===== src/hdl/qncp_pkg.sv =====
// Shared types, constants and helpers of the near-plane clip and projection block.
`timescale 1ns / 1ps
package qncp_pkg;

    localparam int NEAR_PLANE_DEF   = 8;
    localparam int FOCAL_LENGTH_DEF = 160;
    localparam int FOCAL_MAX        = 1024;
    localparam int PAD_Q16          = 36045;
    localparam int CENTRE_X_Q16     = 200 * 65536;
    localparam int BANK_MIN         = 33;

    // camera-space widths
    localparam int DX_W  = 34;          // world delta
    localparam int PR_W  = DX_W + 16;   // delta times Q1.14
    localparam int LXZ_W = 38;          // camera-space lateral / depth
    localparam int DL_W  = LXZ_W + 1;   // edge delta
    localparam int T_W   = 17;          // clip parameter, Q1.16 up to one
    localparam int OX_W  = 41;          // clipped lateral value
    localparam int LY_W  = 44;          // height / depth after pitch
    localparam int QP_W  = 33;          // projection quotient bits

    typedef enum logic [2:0] {
        CFG_CAM_X      = 3'd0,
        CFG_CAM_Z      = 3'd1,
        CFG_CAM_HEIGHT = 3'd2,
        CFG_YAW        = 3'd3,
        CFG_PITCH      = 3'd4,
        CFG_BANK       = 3'd5,
        CFG_HORIZON    = 3'd6,
        CFG_VIEW_MODE  = 3'd7
    } cfg_idx_t;

    typedef struct packed {
        logic signed [31:0] cam_x;
        logic signed [31:0] cam_z;
        logic signed [31:0] cam_height;
        logic signed [15:0] yaw_s;
        logic signed [15:0] yaw_c;
        logic signed [15:0] pitch_s;
        logic signed [15:0] pitch_c;
        logic signed [15:0] bank_s;
        logic signed [15:0] bank_c;
        logic signed [31:0] horizon;
        logic               pilot;
    } cfg_t;

    typedef struct packed {
        logic [3:0][LXZ_W-1:0] lx;
        logic [3:0][LXZ_W-1:0] lz;
    } tile_t;

    typedef struct packed {
        logic [2:0] idx;
        logic [2:0] cnt;
        logic       vis;
        logic       last;
    } meta_t;

    typedef struct packed {
        logic signed [LXZ_W-1:0] lx_i;
        logic signed [LXZ_W-1:0] lz_i;
        logic signed [LXZ_W-1:0] lx_j;
        logic signed [LXZ_W-1:0] lz_j;
        logic                    crossing;
        meta_t                   meta;
    } vtx_tok_t;

    typedef struct packed {
        logic signed [LXZ_W-1:0] lx_i;
        logic signed [DL_W-1:0]  dlx;
        logic signed [LXZ_W-1:0] lz_i;
        logic                    crossing;
        logic                    pos;
        logic                    den_zero;
        meta_t                   meta;
    } tdiv_tag_t;

    function automatic logic signed [31:0] sat32(input logic signed [47:0] v);
        logic signed [31:0] r;
        if (v > 48'sd2147483647)
            r = 32'sh7fffffff;
        else if (v < -48'sd2147483648)
            r = 32'sh80000000;
        else
            r = v[31:0];
        return r;
    endfunction

endpackage


===== src/hdl/qncp_seq.sv =====
// Clip sequencer: mark kept corners and crossing edges, emit one vertex word per cycle unless stalled.
`timescale 1ns / 1ps
module qncp_seq import qncp_pkg::*; #(
    parameter int NEAR_PLANE = NEAR_PLANE_DEF
) (
    input  logic     clk,
    input  logic     rst_n,
    input  logic     en,
    input  logic     in_valid,
    input  tile_t    tile,
    output logic     can_load,
    output logic     tok_valid,
    output vtx_tok_t tok
);

    localparam logic signed [LXZ_W-1:0] NEAR_Q = LXZ_W'(NEAR_PLANE * 65536);

    logic       busy_reg, culled_reg, tok_valid_reg;
    tile_t      tile_reg;
    logic [7:0] mask_reg, mask_next;
    logic [2:0] cnt_reg, cnt_next, idx_reg;
    logic [3:0] n_raw;
    logic [3:0] in_f;
    logic [2:0] pick;
    logic [1:0] ci, cj;
    logic       last_now, load;
    vtx_tok_t   tok_reg, tok_next;

    always_comb
    begin
        for (int i = 0; i < 4; i++)
            in_f[i] = $signed(tile.lz[i]) >= NEAR_Q;
        for (int i = 0; i < 4; i++)
        begin
            mask_next[2*i]   = in_f[i];
            mask_next[2*i+1] = in_f[i] ^ in_f[(i + 1) % 4];
        end
        n_raw = '0;
        for (int k = 0; k < 8; k++)
            n_raw = n_raw + 4'(mask_next[k]);
        cnt_next = (n_raw > 4'd6) ? 3'd6 : n_raw[2:0];
    end

    always_comb
    begin
        pick = '0;
        for (int k = 7; k >= 0; k--)
            if (mask_reg[k])
                pick = 3'(k);
        ci = pick[2:1];
        cj = ci + 2'd1;
        last_now = busy_reg && (culled_reg || idx_reg == cnt_reg - 3'd1);
        can_load = !busy_reg || last_now;
        load     = en && in_valid && can_load;

        tok_next.lx_i  = $signed(tile_reg.lx[ci]);
        tok_next.lz_i  = $signed(tile_reg.lz[ci]);
        tok_next.lx_j  = $signed(tile_reg.lx[cj]);
        tok_next.lz_j  = $signed(tile_reg.lz[cj]);
        tok_next.crossing = pick[0];
        tok_next.meta.idx  = culled_reg ? 3'd0 : idx_reg;
        tok_next.meta.cnt  = culled_reg ? 3'd0 : cnt_reg;
        tok_next.meta.vis  = !culled_reg;
        tok_next.meta.last = last_now;
    end

    always_ff @(posedge clk or negedge rst_n)
    begin
        if (!rst_n)
        begin
            busy_reg      <= 1'b0;
            tok_valid_reg <= 1'b0;
        end
        else if (en)
        begin
            tok_valid_reg <= busy_reg;
            if (load)
                busy_reg <= 1'b1;
            else if (last_now)
                busy_reg <= 1'b0;
        end
    end

    always_ff @(posedge clk)
    begin
        if (load)
        begin
            tile_reg   <= tile;
            mask_reg   <= mask_next;
            cnt_reg    <= cnt_next;
            culled_reg <= n_raw < 4'd3;
            idx_reg    <= '0;
        end
        else if (en && busy_reg)
        begin
            mask_reg <= mask_reg & ~(8'b1 << pick);
            idx_reg  <= idx_reg + 3'd1;
        end
        if (en)
            tok_reg <= tok_next;
    end

    assign tok_valid = tok_valid_reg;
    assign tok       = tok_reg;

endmodule


===== config.mk =====
export PLATFORM = sky130hd
export DESIGN_NAME = qncp_seq
export DESIGN_NICKNAME = d
export VERILOG_FILES = /design/src/hdl/qncp_pkg.sv /design/src/hdl/qncp_seq.sv
export SDC_FILE = /design/constraint.sdc
export NUM_CORES = 1
export LEC_CHECK = 0
export ABC_AREA = 1
export BUFFER_PORTS_ARGS = -buffer_cell sky130_fd_sc_hd__buf_2
export CORE_UTILIZATION = 55
export CTS_CLUSTER_SIZE = 12
export DETAILED_ROUTE_END_ITERATION = 10
export GPL_ROUTABILITY_DRIVEN = 0
export PLACE_DENSITY = 0.8
export SLEW_MARGIN = 20
export SYNTH_ARGS = -nofsm -noshare
export SYNTH_HDL_FRONTEND = slang
export SYNTH_SLANG_ARGS = --single-unit

===== constraint.sdc =====
create_clock -name clk -period 16 [get_ports clk]
set_input_delay 3.2 -clock clk [delete_from_list [all_inputs] [get_ports clk]]
set_output_delay 3.2 -clock clk [all_outputs]
set_load 0.005 [all_outputs]

==> impl_metrics.toml <==
[synthesis]
synth_area_sq_um = 19000
yosys.area.top_type = "edfxtp_1"
synth_cell_types = 27
syn_inst = 1530
ys_seq_area_share_pct = 75.8
syn_nets = 1847
ys_seq_elements = 482
yosysTopAreaCellShare_pct = 75.2
synth.avg_cell_area_sq_um = 12.4
synth_area_leaders = "edfxtp_1 (75%), nand2_1 (13%), nand4_1 (5.0%), nor2_1 (1.1%), inv_1 (0.75%)"
ys.warnings.count = 0

[worst_hold_path]
hold_class = "reg2reg"

[grt]
track_usage_pct = 28.3
antenna_found_initial = 18
grt_first_pass_wirelength_um = 75300
overflow = 0
grt_pass1_vias = 14034
grt_start_max_net_pins = 143

[timing]
grt_setup_unrepaired = "false"
skew_ns = 0.0218
finalHoldViolCount = 0
setup_violations = 0
period_share_pct = 41.0
worst_slew_pin_slew_ns = 1.07
setup-tns-final_ns = 0
maxSlewViolCount = 0
maxSlewHeadroom_pct = 28.5
period_minus_slack_ns = 6.56
fmax_mhz = 152

[cells_and_area]
final_cell_mix = "nand2_1 (677), edfxtp_1 (477), buf_2 (469)"
largest_reg_flops = 304
num-nets-final = 2315
synthToLayoutAreaGrowth_pct = 22.0
drive_above_1_share_pct = 27.3
final_util_pct = 68.7
layout_commonest_cell = "nand2_1"

[worst_setup_path]
worstSetupStartpointType = "input pin"
path_max_fanout = 3
cp.required_ns = 16.34
crit_path_end_kind = "flip-flop"
crit_type = "in2reg"
cp_data_arrival_time_ns = 6.90

[pwr]
ir_drop_mv = 0.0950
power_density_nw_per_um2 = 139
leakagePower_nw = 9.14

[clocking]
cts_tree = "yes"
numCtsBuffers = 49
cts_hold_buffers = 0
cts_sinks = 482
clkTransAtPathRegs_ns = 0.07
cts-root-buf = "clkbuf_16"
cts_buffer_depth = 3
post_cts_buffers = 0
clk_latency_ns = 0.58
cts_max_level = 2
cts_resized = 0

[die]
num_rows = 67
core_area_sq_um = 33800
die_y_um = 188
start_util_pct = 56.3
boundaryPins = 471
die_area_sq_um = 35400
die_width_um = 188

[placed_design]
hpwl_um = 33600
port_buffers = 470

[routing]
wl_met3_um = 4870
highest_layer = "met5"
wl_met2_um = 26200
firstDrtPassIters = 5
wl_met1_um = 17100
drt_iter0_markers = 1221
routedWlPerCell_um = 20.2
routed_via_density = 5.66
antenna_left = 0
vias = 14117
post-route-drc-count = 0
routed_wl_um = 50500

[run]
drv_cap = 0

[status]
status = "finished, final reports clean"
==> Yosys cell counts (all sizes together) <==
| library cell | number |
|---|---|
| inv | 41 |
| xor2 | 2 |
| ha | 6 |
| a31o | 1 |
| nor2 | 63 |
| nand3 | 19 |
| dfxtp | 3 |
| a31oi | 1 |
| o211ai | 1 |
| buf | 41 |
| clkbuf | 23 |
| or2 | 1 |
| fa | 3 |
| nand2 | 679 |
| dfrtp | 2 |
| nand4 | 153 |
| edfxtp | 477 |
| a21oi | 11 |
| o21ai | 3 |
==> stage by stage <==
stage,cell area (sq um),setup WS (ns),cells,total power [mW],hold WS (ns)
floorplan,19000,8.67,1530,1.96,0.471
global placement,21700,8.70,2395,2.15,0.489
detailed placement,21700,8.56,2395,2.19,0.516
CTS,23200,9.18,2476,3.23,0.524
global route,23200,9.17,2493,3.34,0.543
finish,23200,9.44,2495,3.22,0.528
==> metal layers <==
metal	up-vias	global-route usage (%)
met4	2	14.0
met2	881	49.2
li1	6331	-
met3	160	6.31
met1	6743	32.9
met5	-	0
==> critical path: stages <==
cell and delay (ns):
buf_2 0.12, nor2_1 0.21, nand3_1 0.11, nor2_1 0.17
nand2_1 0.08, nand2_1 0.12, nand2_1 0.07, nand2_1 0.11
inv_1 0.07, fa_1 0.47, fa_1 0.50, inv_1 0.05
ha_1 0.28, a31o_2 0.27, fa_1 0.46, nand2_1 0.07
inv_1 0.05, a21oi_1 0.13, inv_1 0.08, or2_2 0.27
==> kinds of logic after synthesis <==
group	after synthesis	share of synthesized area, %
fa+ha+maj	9	0.710
flops	482	75.8
buf+inv	105	2.49
compound gates	17	0.486
simple gates	915	20.4
xor+xnor	2	0.0920
==> path summary, 6_finish.rpt <==
kind,start,end,slack [ns],cells after the start
max,tile[22],cnt_reg[1],9.44,20
max in group asynchronous,rst_n,busy_reg,13.49,1
min,idx_reg[1],idx_reg[1],0.53,2
max reg2reg,cnt_reg[0],tile_reg[114],11.55,11
min in group asynchronous,rst_n,tok_valid,2.40,1
min reg2reg,idx_reg[1],idx_reg[1],0.53,2
==> layout make-up <==
class,count,area [sq um]
repair buffers,481,2440
clock buffers,72,1400
fillers,2294,10600
inverters,41,164
multi-input cells,943,4130
clock inverters,9,47.5
well taps,448,561
flip-flops and latches,482,14400
diodes,19,47.5
==> power breakdown <==
group          internal [mW]  switching [mW]
clock network          0.598           0.451
logic                  0.171           0.336
registers               1.60          0.0652
total                   2.37           0.852
(Power assumes the default switching activity.)
